--- src/sv/fmpd_pkg.sv ---
package fmpd_pkg;

    // Samples per output group.
    localparam int DECIMATION = 4;
    localparam int COUNT_W    = 7;

    // Configuration port.
    localparam int CFG_INDEX_W = 1;
    localparam int CFG_DATA_W  = 8;

    typedef enum logic [CFG_INDEX_W-1:0] {
        CFG_DC_OFFSET_I,
        CFG_DC_OFFSET_Q
    } t_cfg_index;

    // Queue between the front and the back.
    localparam int FIFO_DEPTH = 4;
    localparam int FIFO_AW    = $clog2(FIFO_DEPTH);

    typedef struct packed {
        logic signed [15:0] re;
        logic signed [15:0] im;
        logic               last;
    } t_fifo_entry;

    // Reciprocal divider: 2^23 / m with m in [256,511] gives a 16-bit quotient.
    localparam logic [8:0] DIV_INIT_REM      = 9'd128;
    localparam int         DIV_BITS_PER_STEP = 4;
    localparam int         DIV_STEPS         = 16 / DIV_BITS_PER_STEP;
    localparam int         DIV_CNT_W         = $clog2(DIV_STEPS);

    // Arctangent polynomial and folding constants.
    localparam logic [14:0]        RATIO_MAX  = 15'h7FFF;
    localparam logic [14:0]        ROUND_HALF = 15'h4000;
    localparam logic [11:0]        CORR_K     = 12'd2847;
    localparam logic signed [14:0] COEF_BASE  = 15'sd11039;
    localparam logic [15:0]        QUARTER    = 16'd16384;
    localparam logic [15:0]        HALF_TURN  = 16'd32768;

    // Divide by five: floor(n * 52429 / 2^18) is exact below 2^18.
    localparam logic [15:0] DIV5_RECIP = 16'd52429;
    localparam int          DIV5_SHIFT = 18;

    // Divide by the group size through a rounded-up reciprocal.
    localparam int          MEAN_SHIFT = 29;
    localparam logic [29:0] MEAN_RECIP =
        30'(((1 << MEAN_SHIFT) + DECIMATION - 1) / DECIMATION);

endpackage

--- src/sv/fm_phase_discriminator_decimator.sv ---
// Channel   Direction  Handshake                 Payload
// input     in         i_in_valid / o_in_stall   i_i_sample, i_q_sample, i_last_in_burst
// output    out        o_out_valid / i_out_stall o_luma_value
// config    in         i_cfg_we                  i_cfg_index, i_cfg_data
//
// The front takes one sample per cycle, unless stalled, into a four-entry queue.
// The back handles one queued item at a time, popping the next only when idle; a zero
// conjugate product skips the divide and angle states, and a group's closing item adds
// the mean and emit states. Its sequencer, divider and staged multiplies set the rate.
// Reset is synchronous and active low; it clears offsets and all running state.
// The input stalls when the input stage holds a sample and the queue is full; a waiting result holds only the back.
module fm_phase_discriminator_decimator (
    input  logic                               i_clk,
    input  logic                               i_rst_n,
    input  logic                               i_cfg_we,
    input  logic [fmpd_pkg::CFG_INDEX_W-1:0]   i_cfg_index,
    input  logic [fmpd_pkg::CFG_DATA_W-1:0]    i_cfg_data,
    input  logic                               i_in_valid,
    output logic                               o_in_stall,
    input  logic signed [7:0]                  i_i_sample,
    input  logic signed [7:0]                  i_q_sample,
    input  logic                               i_last_in_burst,
    output logic                               o_out_valid,
    input  logic                               i_out_stall,
    output logic signed [15:0]                 o_luma_value
);
    import fmpd_pkg::*;

    logic        w_push;
    logic        w_pop;
    logic        w_full;
    logic        w_empty;
    t_fifo_entry w_push_data;
    t_fifo_entry w_pop_data;

    fmpd_front u_front (
        .i_clk           (i_clk),
        .i_rst_n         (i_rst_n),
        .i_cfg_we        (i_cfg_we),
        .i_cfg_index     (i_cfg_index),
        .i_cfg_data      (i_cfg_data),
        .i_in_valid      (i_in_valid),
        .o_in_stall      (o_in_stall),
        .i_i_sample      (i_i_sample),
        .i_q_sample      (i_q_sample),
        .i_last_in_burst (i_last_in_burst),
        .i_fifo_full     (w_full),
        .o_fifo_push     (w_push),
        .o_fifo_data     (w_push_data)
    );

    fmpd_fifo u_fifo (
        .i_clk       (i_clk),
        .i_rst_n     (i_rst_n),
        .i_push      (w_push),
        .i_push_data (w_push_data),
        .o_full      (w_full),
        .i_pop       (w_pop),
        .o_pop_data  (w_pop_data),
        .o_empty     (w_empty)
    );

    fmpd_back u_back (
        .i_clk        (i_clk),
        .i_rst_n      (i_rst_n),
        .i_fifo_empty (w_empty),
        .i_fifo_data  (w_pop_data),
        .o_fifo_pop   (w_pop),
        .o_out_valid  (o_out_valid),
        .i_out_stall  (i_out_stall),
        .o_luma_value (o_luma_value)
    );

endmodule

--- src/sv/fmpd_front.sv ---
module fmpd_front (
    input  logic                               i_clk,
    input  logic                               i_rst_n,
    input  logic                               i_cfg_we,
    input  logic [fmpd_pkg::CFG_INDEX_W-1:0]   i_cfg_index,
    input  logic [fmpd_pkg::CFG_DATA_W-1:0]    i_cfg_data,
    input  logic                               i_in_valid,
    output logic                               o_in_stall,
    input  logic signed [7:0]                  i_i_sample,
    input  logic signed [7:0]                  i_q_sample,
    input  logic                               i_last_in_burst,
    input  logic                               i_fifo_full,
    output logic                               o_fifo_push,
    output fmpd_pkg::t_fifo_entry              o_fifo_data
);
    import fmpd_pkg::*;

    logic [7:0]         r_off_i;
    logic [7:0]         r_off_q;
    logic signed [8:0]  r_prev_i;
    logic signed [8:0]  r_prev_q;
    logic               r_s1_valid;
    logic signed [8:0]  r_s1_i;
    logic signed [8:0]  r_s1_q;
    logic signed [8:0]  r_s1_pi;
    logic signed [8:0]  r_s1_pq;
    logic               r_s1_last;

    logic               w_accept;
    logic signed [8:0]  w_si;
    logic signed [8:0]  w_sq;
    logic signed [17:0] w_ii;
    logic signed [17:0] w_qq;
    logic signed [17:0] w_qi;
    logic signed [17:0] w_iq;
    logic signed [18:0] w_re;
    logic signed [18:0] w_im;

    function automatic logic signed [15:0] sat16(input logic signed [18:0] v);
        logic signed [15:0] res;
        if (v > 19'sd32767) begin
            res = 16'sh7FFF;
        end else if (v < -19'sd32768) begin
            res = 16'sh8000;
        end else begin
            res = 16'(v);
        end
        return res;
    endfunction

    // The stage stalls the input only while it holds a sample the queue cannot take.
    assign o_in_stall  = r_s1_valid && i_fifo_full;
    assign w_accept    = i_in_valid && !o_in_stall;
    assign o_fifo_push = r_s1_valid && !i_fifo_full;

    // Remove the DC offsets.
    always_comb begin
        w_si = $signed({i_i_sample[7], i_i_sample}) - $signed({r_off_i[7], r_off_i});
        w_sq = $signed({i_q_sample[7], i_q_sample}) - $signed({r_off_q[7], r_off_q});
    end

    // Conjugate product with the previous sample, saturated to 16 bits.
    always_comb begin
        w_ii = r_s1_i * r_s1_pi;
        w_qq = r_s1_q * r_s1_pq;
        w_qi = r_s1_q * r_s1_pi;
        w_iq = r_s1_i * r_s1_pq;
        w_re = 19'(w_ii) + 19'(w_qq);
        w_im = 19'(w_qi) - 19'(w_iq);
        o_fifo_data.re   = sat16(w_re);
        o_fifo_data.im   = sat16(w_im);
        o_fifo_data.last = r_s1_last;
    end

    // Configuration registers.
    always_ff @(posedge i_clk) begin
        if (!i_rst_n) begin
            r_off_i <= '0;
            r_off_q <= '0;
        end else if (i_cfg_we) begin
            case (t_cfg_index'(i_cfg_index))
                CFG_DC_OFFSET_I: r_off_i <= i_cfg_data;
                CFG_DC_OFFSET_Q: r_off_q <= i_cfg_data;
                default: ;
            endcase
        end
    end

    // Input stage and previous-sample memory; a burst end clears the memory.
    always_ff @(posedge i_clk) begin
        if (!i_rst_n) begin
            r_s1_valid <= 1'b0;
            r_prev_i   <= '0;
            r_prev_q   <= '0;
        end else if (w_accept) begin
            r_s1_valid <= 1'b1;
            r_prev_i   <= i_last_in_burst ? 9'sd0 : w_si;
            r_prev_q   <= i_last_in_burst ? 9'sd0 : w_sq;
        end else if (o_fifo_push) begin
            r_s1_valid <= 1'b0;
        end
    end

    always_ff @(posedge i_clk) begin
        if (w_accept) begin
            r_s1_i    <= w_si;
            r_s1_q    <= w_sq;
            r_s1_pi   <= r_prev_i;
            r_s1_pq   <= r_prev_q;
            r_s1_last <= i_last_in_burst;
        end
    end

`ifndef NO_ASSERTIONS
    a_burst_clears_prev: assert property (@(posedge i_clk) disable iff (!i_rst_n)
        (w_accept && i_last_in_burst) |=> (r_prev_i == 9'sd0 && r_prev_q == 9'sd0))
        else $error("previous sample not cleared after a burst end");
`endif

endmodule

--- src/sv/fmpd_fifo.sv ---
module fmpd_fifo (
    input  logic                  i_clk,
    input  logic                  i_rst_n,
    input  logic                  i_push,
    input  fmpd_pkg::t_fifo_entry i_push_data,
    output logic                  o_full,
    input  logic                  i_pop,
    output fmpd_pkg::t_fifo_entry o_pop_data,
    output logic                  o_empty
);
    import fmpd_pkg::*;

    t_fifo_entry        r_mem [FIFO_DEPTH];
    logic [FIFO_AW-1:0] r_wr_ptr;
    logic [FIFO_AW-1:0] r_rd_ptr;
    logic [FIFO_AW:0]   r_count;

    assign o_full     = (r_count == (FIFO_AW + 1)'(FIFO_DEPTH));
    assign o_empty    = (r_count == '0);
    assign o_pop_data = r_mem[r_rd_ptr];

    // Pointers and fill level.
    always_ff @(posedge i_clk) begin
        if (!i_rst_n) begin
            r_wr_ptr <= '0;
            r_rd_ptr <= '0;
            r_count  <= '0;
        end else begin
            if (i_push) begin
                r_wr_ptr <= r_wr_ptr + 1'b1;
            end
            if (i_pop) begin
                r_rd_ptr <= r_rd_ptr + 1'b1;
            end
            if (i_push && !i_pop) begin
                r_count <= r_count + 1'b1;
            end else if (i_pop && !i_push) begin
                r_count <= r_count - 1'b1;
            end
        end
    end

    // Entry storage.
    always_ff @(posedge i_clk) begin
        if (i_push) begin
            r_mem[r_wr_ptr] <= i_push_data;
        end
    end

`ifndef NO_ASSERTIONS
    a_no_overflow: assert property (@(posedge i_clk) disable iff (!i_rst_n)
        i_push |-> (!o_full || i_pop))
        else $error("queue written while full");
    a_no_underflow: assert property (@(posedge i_clk) disable iff (!i_rst_n)
        i_pop |-> !o_empty)
        else $error("queue read while empty");
`endif

endmodule

--- src/sv/fmpd_back.sv ---
module fmpd_back (
    input  logic                  i_clk,
    input  logic                  i_rst_n,
    input  logic                  i_fifo_empty,
    input  fmpd_pkg::t_fifo_entry i_fifo_data,
    output logic                  o_fifo_pop,
    output logic                  o_out_valid,
    input  logic                  i_out_stall,
    output logic signed [15:0]    o_luma_value
);
    import fmpd_pkg::*;

    typedef enum logic [3:0] {
        B_IDLE,
        B_FOLD,
        B_NORM,
        B_DIV,
        B_PROD,
        B_RATIO,
        B_CORR,
        B_COEF,
        B_BASE,
        B_ANGLE,
        B_AVG,
        B_DIV5,
        B_ACC,
        B_MEAN,
        B_EMIT
    } t_state;

    t_state                r_state;
    logic signed [15:0]    r_x;
    logic signed [15:0]    r_y;
    logic                  r_last;
    logic [15:0]           r_num;
    logic [15:0]           r_den;
    logic                  r_swap;
    logic [3:0]            r_e;
    logic [8:0]            r_m;
    logic [8:0]            r_rem;
    logic [15:0]           r_quo;
    logic [DIV_CNT_W-1:0]  r_div_cnt;
    logic [31:0]           r_prod;
    logic [14:0]           r_ratio;
    logic [26:0]           r_t1;
    logic [13:0]           r_coef;
    logic [28:0]           r_t2;
    logic signed [15:0]    r_step;
    logic signed [15:0]    r_taps [4];
    logic [17:0]           r_avg_mag;
    logic                  r_avg_neg;
    logic [15:0]           r_q5;
    logic signed [23:0]    r_gsum;
    logic [COUNT_W-1:0]    r_gcount;
    logic [23:0]           r_mean_q;
    logic                  r_mean_neg;
    logic                  r_out_valid;
    logic signed [15:0]    r_luma;

    logic [15:0]           w_ax;
    logic [15:0]           w_ay;
    logic [3:0]            w_e;
    logic [15:0]           w_norm;
    logic [8:0]            w_rem;
    logic [15:0]           w_quo;
    logic [9:0]            w_rem2;
    logic [32:0]           w_rnd;
    logic [32:0]           w_rsum;
    logic [32:0]           w_rshift;
    logic [14:0]           w_ratio;
    logic signed [27:0]    w_neg;
    logic [14:0]           w_cbias;
    logic signed [27:0]    w_cs;
    logic signed [12:0]    w_corr;
    logic signed [14:0]    w_coef;
    logic [14:0]           w_abias;
    logic [29:0]           w_bsum;
    logic [14:0]           w_base;
    logic [15:0]           w_ang;
    logic [15:0]           w_turn;
    logic signed [18:0]    w_tsum;
    logic [17:0]           w_tmag;
    logic [33:0]           w_q5prod;
    logic signed [16:0]    w_avg;
    logic signed [23:0]    w_gsum;
    logic [COUNT_W-1:0]    w_gcount;
    logic [23:0]           w_gmag;
    logic [53:0]           w_mprod;
    logic signed [24:0]    w_mean;
    logic signed [15:0]    w_luma;
    logic                  w_out_free;

    assign o_fifo_pop   = (r_state == B_IDLE) && !i_fifo_empty;
    assign o_out_valid  = r_out_valid;
    assign o_luma_value = r_luma;
    assign w_out_free   = !r_out_valid || !i_out_stall;

    // Octant fold: magnitudes, then the smaller over the larger.
    always_comb begin
        w_ax = r_x[15] ? 16'(-r_x) : 16'(r_x);
        w_ay = r_y[15] ? 16'(-r_y) : 16'(r_y);
    end

    // Leading-one position and 9-bit mantissa of the divisor.
    always_comb begin
        w_e = '0;
        for (int k = 0; k < 16; k++) begin
            if (r_den[k]) begin
                w_e = 4'(k);
            end
        end
        w_norm = r_den << (4'd15 - w_e);
    end

    // Reciprocal divider, four quotient bits per cycle.
    always_comb begin
        w_rem  = r_rem;
        w_quo  = r_quo;
        w_rem2 = '0;
        for (int k = 0; k < DIV_BITS_PER_STEP; k++) begin
            w_rem2 = {w_rem, 1'b0};
            if (w_rem2 >= {1'b0, r_m}) begin
                w_rem = 9'(w_rem2 - {1'b0, r_m});
                w_quo = {w_quo[14:0], 1'b1};
            end else begin
                w_rem = w_rem2[8:0];
                w_quo = {w_quo[14:0], 1'b0};
            end
        end
    end

    // Ratio: rounded shift of numerator times reciprocal, limited to Q15.
    always_comb begin
        w_rnd    = (33'd1 << r_e) >> 1;
        w_rsum   = {1'b0, r_prod} + w_rnd;
        w_rshift = w_rsum >> r_e;
        w_ratio  = (w_rshift > {18'd0, RATIO_MAX}) ? RATIO_MAX : w_rshift[14:0];
    end

    // Polynomial correction term with Q15 rounding; an exact half rounds down.
    always_comb begin
        w_neg   = -$signed({1'b0, r_t1});
        w_cbias = (w_neg[14:0] == ROUND_HALF) ? 15'd0 : ROUND_HALF;
        w_cs    = w_neg + $signed({13'd0, w_cbias});
        w_corr  = 13'(w_cs >>> 15);
        w_coef  = COEF_BASE + $signed({{2{w_corr[12]}}, w_corr});
    end

    // Base angle, octant and quadrant unfolding; the 16-bit wrap is free.
    always_comb begin
        w_abias = (r_t2[14:0] == ROUND_HALF) ? 15'd0 : ROUND_HALF;
        w_bsum  = {1'b0, r_t2} + {15'd0, w_abias};
        w_base  = w_bsum[29:15];
        w_ang   = r_swap ? 16'(QUARTER - {1'b0, w_base}) : {1'b0, w_base};
        case ({r_x[15], r_y[15]})
            2'b00:   w_turn = w_ang;
            2'b01:   w_turn = 16'(16'd0 - w_ang);
            2'b10:   w_turn = 16'(HALF_TURN - w_ang);
            2'b11:   w_turn = 16'(HALF_TURN + w_ang);
            default: w_turn = w_ang;
        endcase
    end

    // Five-tap box sum and divide by five.
    always_comb begin
        w_tsum = 19'(r_taps[0]) + 19'(r_taps[1]) + 19'(r_taps[2])
               + 19'(r_taps[3]) + 19'(r_step);
        w_tmag   = w_tsum[18] ? 18'(-w_tsum) : 18'(w_tsum);
        w_q5prod = 34'(r_avg_mag) * 34'(DIV5_RECIP);
        w_avg    = r_avg_neg ? -$signed({1'b0, r_q5}) : $signed({1'b0, r_q5});
    end

    // Group accumulation and group mean.
    always_comb begin
        w_gsum   = r_gsum + 24'(w_avg);
        w_gcount = r_gcount + 1'b1;
        w_gmag   = r_gsum[23] ? 24'(-r_gsum) : 24'(r_gsum);
        w_mprod  = 54'(w_gmag) * 54'(MEAN_RECIP);
        w_mean   = r_mean_neg ? -$signed({1'b0, r_mean_q}) : $signed({1'b0, r_mean_q});
        if (w_mean > 25'sd32767) begin
            w_luma = 16'sh7FFF;
        end else if (w_mean < -25'sd32768) begin
            w_luma = 16'sh8000;
        end else begin
            w_luma = 16'(w_mean);
        end
    end

    // Sequencer with its datapath registers and the output register.
    always_ff @(posedge i_clk) begin
        if (!i_rst_n) begin
            r_state     <= B_IDLE;
            r_out_valid <= 1'b0;
            r_gsum      <= '0;
            r_gcount    <= '0;
            for (int k = 0; k < 4; k++) begin
                r_taps[k] <= '0;
            end
        end else begin
            // The emit state refills the output register itself.
            if (r_out_valid && !i_out_stall && (r_state != B_EMIT)) begin
                r_out_valid <= 1'b0;
            end
            case (r_state)
                B_IDLE: begin
                    if (!i_fifo_empty) begin
                        r_x     <= i_fifo_data.re;
                        r_y     <= i_fifo_data.im;
                        r_last  <= i_fifo_data.last;
                        r_state <= B_FOLD;
                    end
                end
                B_FOLD: begin
                    r_swap  <= (w_ay > w_ax);
                    r_num   <= (w_ay > w_ax) ? w_ax : w_ay;
                    r_den   <= (w_ay > w_ax) ? w_ay : w_ax;
                    r_state <= B_NORM;
                end
                B_NORM: begin
                    r_e       <= w_e;
                    r_m       <= w_norm[15:7];
                    r_rem     <= DIV_INIT_REM;
                    r_quo     <= '0;
                    r_div_cnt <= '0;
                    if (r_den == '0) begin
                        r_step  <= '0;
                        r_state <= B_AVG;
                    end else begin
                        r_state <= B_DIV;
                    end
                end
                B_DIV: begin
                    r_rem     <= w_rem;
                    r_quo     <= w_quo;
                    r_div_cnt <= r_div_cnt + 1'b1;
                    if (r_div_cnt == DIV_CNT_W'(DIV_STEPS - 1)) begin
                        r_state <= B_PROD;
                    end
                end
                B_PROD: begin
                    r_prod  <= 32'(r_num) * 32'(r_quo);
                    r_state <= B_RATIO;
                end
                B_RATIO: begin
                    r_ratio <= w_ratio;
                    r_state <= B_CORR;
                end
                B_CORR: begin
                    r_t1    <= 27'(r_ratio) * 27'(CORR_K);
                    r_state <= B_COEF;
                end
                B_COEF: begin
                    r_coef  <= 14'(w_coef);
                    r_state <= B_BASE;
                end
                B_BASE: begin
                    r_t2    <= 29'(r_coef) * 29'(r_ratio);
                    r_state <= B_ANGLE;
                end
                B_ANGLE: begin
                    r_step  <= $signed(w_turn);
                    r_state <= B_AVG;
                end
                B_AVG: begin
                    r_avg_mag <= w_tmag;
                    r_avg_neg <= w_tsum[18];
                    r_taps[0] <= r_taps[1];
                    r_taps[1] <= r_taps[2];
                    r_taps[2] <= r_taps[3];
                    r_taps[3] <= r_step;
                    r_state   <= B_DIV5;
                end
                B_DIV5: begin
                    r_q5    <= 16'(w_q5prod >> DIV5_SHIFT);
                    r_state <= B_ACC;
                end
                B_ACC: begin
                    if (w_gcount >= COUNT_W'(DECIMATION)) begin
                        r_gsum  <= w_gsum;
                        r_state <= B_MEAN;
                    end else if (r_last) begin
                        r_gsum   <= '0;
                        r_gcount <= '0;
                        for (int k = 0; k < 4; k++) begin
                            r_taps[k] <= '0;
                        end
                        r_state <= B_IDLE;
                    end else begin
                        r_gsum   <= w_gsum;
                        r_gcount <= w_gcount;
                        r_state  <= B_IDLE;
                    end
                end
                B_MEAN: begin
                    r_mean_q   <= 24'(w_mprod >> MEAN_SHIFT);
                    r_mean_neg <= r_gsum[23];
                    r_state    <= B_EMIT;
                end
                B_EMIT: begin
                    if (w_out_free) begin
                        r_out_valid <= 1'b1;
                        r_luma      <= w_luma;
                        r_gsum      <= '0;
                        r_gcount    <= '0;
                        if (r_last) begin
                            for (int k = 0; k < 4; k++) begin
                                r_taps[k] <= '0;
                            end
                        end
                        r_state <= B_IDLE;
                    end
                end
                default: r_state <= B_IDLE;
            endcase
        end
    end

`ifndef NO_ASSERTIONS
    a_recip_range: assert property (@(posedge i_clk) disable iff (!i_rst_n)
        (r_state == B_PROD) |-> (r_quo >= 16'd16416 && r_quo <= 16'd32768))
        else $error("reciprocal out of range");
    a_group_count: assert property (@(posedge i_clk) disable iff (!i_rst_n)
        (r_state == B_IDLE) |-> (r_gcount < COUNT_W'(DECIMATION)))
        else $error("group count not wrapped");
`endif

endmodule
--- config.mk ---
export PLATFORM = sky130hd
export DESIGN_NAME = fm_phase_discriminator_decimator
export DESIGN_NICKNAME = d
export VERILOG_FILES = /design/src/sv/fmpd_pkg.sv /design/src/sv/fm_phase_discriminator_decimator.sv /design/src/sv/fmpd_front.sv /design/src/sv/fmpd_fifo.sv /design/src/sv/fmpd_back.sv
export SDC_FILE = /design/constraint.sdc
export NUM_CORES = 2
export LEC_CHECK = 0
export ABC_AREA = 1
export BUFFER_PORTS_ARGS = -buffer_cell sky130_fd_sc_hd__buf_4
export CORE_MARGIN = 2
export CORE_UTILIZATION = 55
export DETAILED_ROUTE_END_ITERATION = 10
export MAX_ROUTING_LAYER = met4
export PLACE_DENSITY = 0.71
export SLEW_MARGIN = 40
export SYNTH_ARGS = -nofsm -noshare
export SYNTH_HDL_FRONTEND = slang
export SYNTH_SLANG_ARGS = --single-unit
--- constraint.sdc ---
create_clock -name i_clk -period 7.95 [get_ports i_clk]
set_input_delay 1.9875 -clock i_clk [delete_from_list [all_inputs] [get_ports i_clk]]
set_output_delay 1.9875 -clock i_clk [all_outputs]
set_load 0.02 [all_outputs]
# Yosys cells after proc, flatten, opt, wreduce, memory -nomap -nowiden
# Memories as Yosys holds them, arrays and structs flattened. A register that Yosys moved wholly into a read port is not among the register bits.
# Index checks and enable logic that the tools add are counted.
# Widths: inputs -> output; s select.
word_totals:
  regBits: 395
  ram_bits: 196
  word_cells: 279
  inputBits: 31
  memories: 2
  out_inout_bits: 18
op_classes:
  eq_ne: 27
  n_shift: 3
  muxes: 95
  bitwise: 14
  n_reduce_logical: 44
  addsub: 35
  magnitude_cmp: 13
  multipliers: 8
mem_list:
  columns: ["name", "words", "word_bits", "rd", "rd_clocked_by_memory_dff", "wr", "line_no", "rtl"]
  rows:
  - ["u_fifo.r_mem", 4, 33, 1, 1, 1, "fmpd_fifo.sv:13", "t_fifo_entry r_mem [FIFO_DEPTH];"]
  - ["u_back.r_taps", 4, 16, 4, 0, 4, "fmpd_back.sv:49", "logic signed [15:0] r_taps [4];"]
op_table:
  columns: ["cell", "n"]
  rows:
  - ["$mux 16", 23]
  - ["$mul 9x9->18", 4]
  - ["$mux 24", 3]
  - ["$pmux 16 s2", 2]
  - ["$pmux 16 s4", 1]
  - ["$pmux 4 s15", 1]
  - ["$mux 9", 6]
  - ["$mux 4", 13]
  - ["$pmux 24 s2", 1]
  - ["$ge 10x9->1", 4]
  - ["$add 19x16->19", 2]
  - ["$gt 19x16->1 const B", 2]
  - ["$lt 19x16->1 const B", 2]
  - ["$sub 9x9->9", 4]
  - ["$mul 18x16->34 const B", 1]
  - ["$add 32x32->33", 1]
  - ["$gt 33x15->1 const B", 1]
  - ["$shl 1x4->33 const A", 1]
  - ["$shr 33x4->33", 1]
  - ["$mul 16x16->32", 1]
  - ["$neg 16->16", 2]
  - ["$add 29x15->30", 1]
  - ["$eq 15x15->1 const B", 2]
  - ["$mux 15", 2]
  - ["other kinds (62)", 158]

# Depth between registers and ports, before layout
depth:
  word_depth: 17
  ltp_mapped: 49
  mapped_depth_nobuf: 47

# Modules after synthesis
# From an unflattened synthesis, not the netlist that was laid out.
hier_totals:
  cells_unflattened: 8730
  area_unflattened_um2: 74071.0
modules_own_cells:
  columns: ["module", "area_per_inst_um2", "n_inst", "cells_per_inst"]
  rows:
  - ["fmpd_back", 50806.2, 1, 6108]
  - ["fmpd_front", 17900.9, 1, 2245]
  - ["fmpd_fifo", 5363.9, 1, 377]

# Worst setup path after synthesis
# OpenSTA, ideal clock, no wires.
synth_timing:
  kind: "register to register"
  start: "reg u_back.r_rem[0]"
  end: "reg u_back.r_rem[7] (data pin)"
  path_slack_ns: 1.079
  path_stages_with_launch: 44
  required_time_ns: 7.681
  t_arrival_ns: 6.602
  period_less_slack_ns: 6.871
  n_path_buf: 4
  setup_ns: 0.269
  path_cell_list: "edfxtp_1 inv_1 fa_1 o21ai_2 nand3_1 nand2_1 nand2_1 nand2_1 inv_1 clkbuf_1 o21ai_0 ha_1 a21oi_1 o21ai_2 a221oi_2 nor2_1 nor2_1 nand2_1 [8 not listed] a211oi_1 and2_1 nand2_4 inv_1 buf_6 o21ai_0 ha_1 a21oi_1 and2_1 nor4_1 a211oi_1 inv_1 a21oi_1 a21boi_4 nand2_1 buf_2 nand2_1 nand3_1"
synth_via:
  elab_chain_len: 9
synth_rtl:
  columns: ["element", "line_no", "rtl"]
  rows:
  - ["from (decl)", "fmpd_back.sv:40", "logic [8:0] r_rem;"]
  - ["from (signal assigned)", "fmpd_back.sv:233", "r_rem <= w_rem;"]
  - ["$sub 9x9->9 / $ge 10x9->1 (equally long branches)", "fmpd_back.sv:123, fmpd_back.sv:122", null]
  - ["$mux 9 *", "fmpd_back.sv:122", "if (w_rem2 >= {1'b0, r_m}) begin"]
  - ["$sub 9x9->9 / $ge 10x9->1 (equally long branches)", "fmpd_back.sv:123, fmpd_back.sv:122", null]
  - ["$mux 9 *", "fmpd_back.sv:122", null]
  - ["$sub 9x9->9 / $ge 10x9->1 (equally long branches)", "fmpd_back.sv:123, fmpd_back.sv:122", null]
  - ["$mux 9 *", "fmpd_back.sv:122", null]
  - ["$sub 9x9->9 / $ge 10x9->1 (equally long branches)", "fmpd_back.sv:123, fmpd_back.sv:122", null]
  - ["$mux 9 *", "fmpd_back.sv:122", null]
  - ["$pmux 9 s2 *", "fmpd_back.sv:204", "case (r_state)"]
# Mark *: on every way between the ends. The rest lies on a longest branch, timed or not.
# A chain may end at the register's enable or synchronous reset.

==> results.ini <==
[place]
portBuffers=48
hpwl_mm=134
gp_congestion=0.927

[detailed_routing]
viasPerCell=5.36
wl_mm=169
vias=55800
drt.antenna.violating_nets=0
firstDrtPassIters=6
drt-wirelength-per-cell_um=16.2
drt_iter0_drc=4184
route.detailed.drc=0

[cells_and_area]
antennaDiodeCount=0
area_delta_synth_final_pct=6.91
nets=10300
final_cell_mix=inv_1, nand2_1, fa_1, ha_1, edfxtp_1
drive_gt1_share_pct=4.97
n_fill_cell=11700
final_common_cell=inv_1

[worst_setup_path]
reg2reg_setup_slack_ns=0.56
end_kind=flip-flop
crit_required_ns=8.40
slowest_stage=edfxtp_1
arrival_ns=7.84
crit_path_max_incr_delay_ns=0.90
cp-start-kind=flip-flop
path_max_fanout=18
criticalPathCategory=reg2reg

[outcome]
status=completed

[sta]
final.setup.tns_ns=0
worstMarginPinSlew_ns=0.883
drv_slew=0
finalClockSkew_ns=0.0303
rsz0062_at_grt=no
setup_viol=0
finalCritPeriodShare_pct=92.9
layout_min_cycle_time_ns=7.39
hold_viol=0
slew_headroom_pct=41.1
fmax_ghz=0.135

[floorplan]
io_pins=49
core_area_mm2=0.133
die_area_mm2=0.136
initial_core_util_pct=55.2
placement_rows=134
die_w_um=369
dieHeight_um=369

[cts]
numClockSinks=624
numCtsBuffers=77
clk_latency_ns=0.68
path_clk_slew_ns=0.06
h-tree-depth=3
clockBufferDepth=3
cts_root_buffer=clkbuf_16
cts_tree=built

[global_route]
grt_max_degree=69
grt_util_all_layers_pct=26.2
first_global_vias=56400
grt_pass1_wl_mm=283
globalRouteOverflowTotal=0
antenna_found_initial=0

[synthesis]
ys_ff_latch=624
synth-xor-area-share_pct=4.32
synth_compound_area_share_pct=7.66
synth_edf_count=482
syn_nets=10300
syn_inst=8621
synth_cell_types=69
synthArstFlopShare_pct=0
synth_top_family_by_area=adder cells
yosys.area_share.simple_pct=15.7
ys_seq_area_share_pct=23.6
syn_area_per_cell_um2=8.52
synthFlopType=edfxtp_1
synthAdderAreaFrac_pct=37.4
yosys_warnings=0
syn-cell-area_mm2=0.0734
synth_mux_area_share_pct=0.0409

[flow_run]
drv_cap=0

[min_path]
worstHoldPathType=reg2reg

==> per-layer routing <==
layer	up-vias	global-route usage, %	routed length, um
li1	26900	-	-
met1	27200	34.9	74100
met2	1468	42.8	81300
met3	247	2.73	9430
met4	0	7.24	4110
met5	-	-	0
==> worst paths after layout <==
| check | from | depth (start not counted) | end |
|---|---|---|---|
| max | u_front.r_s1_pq[4] | 25 | u_fifo.r_mem[0][21] |
| min reg2reg | u_front.r_prev_q[4] | 0 | u_front.r_s1_pq[4] |
| max reg2reg | u_front.r_s1_pq[4] | 25 | u_fifo.r_mem[0][21] |
| min | u_front.r_prev_q[4] | 0 | u_front.r_s1_pq[4] |
==> cells in the mapped netlist, drive strengths merged (3+ instances only) <==
cell / n / area, um^2
inv: 1923 / 7220
nand2: 1747 / 6610
fa: 905 / 18100
ha: 745 / 9320
edfxtp: 482 / 14500
nor2: 464 / 1810
a21oi: 436 / 2190
o21ai: 357 / 1810
nand3: 301 / 1520
clkbuf: 258 / 970
xor2: 234 / 2060
dfxtp: 142 / 2840
xnor2: 126 / 1110
nor3: 82 / 435
nand4: 77 / 494
or2: 41 / 257
o22ai: 40 / 250
o21bai: 30 / 225
nor4: 27 / 190
buf: 25 / 134
o211ai: 24 / 180
a21o: 21 / 158
a31oi: 18 / 119
nand3b: 17 / 128
o221ai: 14 / 123
a32o: 12 / 120
o31ai: 11 / 92.6
a211oi: 8 / 60.1
o2111ai: 8 / 70.1
o21a: 8 / 60.1
a21boi: 6 / 56.3
and2: 6 / 37.5
clkinv: 5 / 18.8
a22oi: 4 / 30.0
nor3b: 4 / 30.0
a221oi: 3 / 32.5
a31o: 3 / 26.3
mux2i: 3 / 30.0
==> cells by family after synthesis <==
kind of cell / count (synthesis)
AO/OA/AOI/OAI: 1006
XOR/XNOR: 360
adder cells (fa/ha/maj): 1650
buffers and inverters: 2211
flip-flops: 624
multiplexers: 3
AND/OR/NAND/NOR: 2767
==> timing repair <==
action,in CTS,in global routing
hold endpoints to repair,0,0
setup buffers,0,12
endpoints found under the setup margin,0,14
hold buffers,0,0
gates resized for setup,0,16
==> final cells by class <==
class,instances,area (um^2),area share (%)
Inverter,1928,7250,9.23
Tap cell,1768,2210,2.82
Timing Repair inverter,1,7.51,0.00956
Timing Repair Buffer,167,1290,1.64
Clock buffer,89,2060,2.62
Clock inverter,54,484,0.617
Sequential cell,624,17300,22.1
Multi-Input combinational cell,5786,47900,61.0
==> metrics by stage <==
| stage | setup slack (ns) | area (um^2) | cells | hold slack [ns] | util (%) |
|---|---|---|---|---|---|
| 2_1_floorplan | 1.08 | 73400 | 8621 | 0.406 | - |
| 4_1_cts | 0.229 | 78300 | 10400 | 0.431 | 58.9 |
| 3_5_place_dp | 0.262 | 75800 | 10300 | 0.415 | 57.0 |
| 3_3_place_gp | 0.308 | 75700 | 10300 | 0.413 | 57.0 |
| 6_report | 0.562 | 78500 | 10400 | 0.429 | 59.1 |
| 5_1_grt | 0.0105 | 78500 | 10400 | 0.434 | 59.1 |
==> registers in the layout, summed over array words and instances (netlist names), 14 cells and up <==
register             cells
u_back.r_coef           14
u_back.r_q5             16
u_back.o_luma_value     16
u_back.r_t1             27
u_back.r_ratio          15
u_back.r_step           16
u_back.r_y              16
u_back.r_avg_mag        18
u_back.r_num            16
u_fifo.r_mem           132
u_back.r_mean_q         22
u_back.r_t2             29
u_back.r_gsum           24
u_back.r_x              16
u_back.r_taps           64
u_back.r_prod           32
u_back.r_quo            16
u_back.r_den            16
==> critical path, delay by kind of cell, from the launching register on <==
kind,cells,cell delay (ns)
fa+ha+maj,8,3.95
simple gates,8,1.12
flops,1,0.90
compound gates,6,0.85
xor+xnor,1,0.20
buf+inv,2,0.13
Power is left out: the tool's default activity adds up to more than one toggle a clock period on the data nets, which glitch-free logic cannot reach.
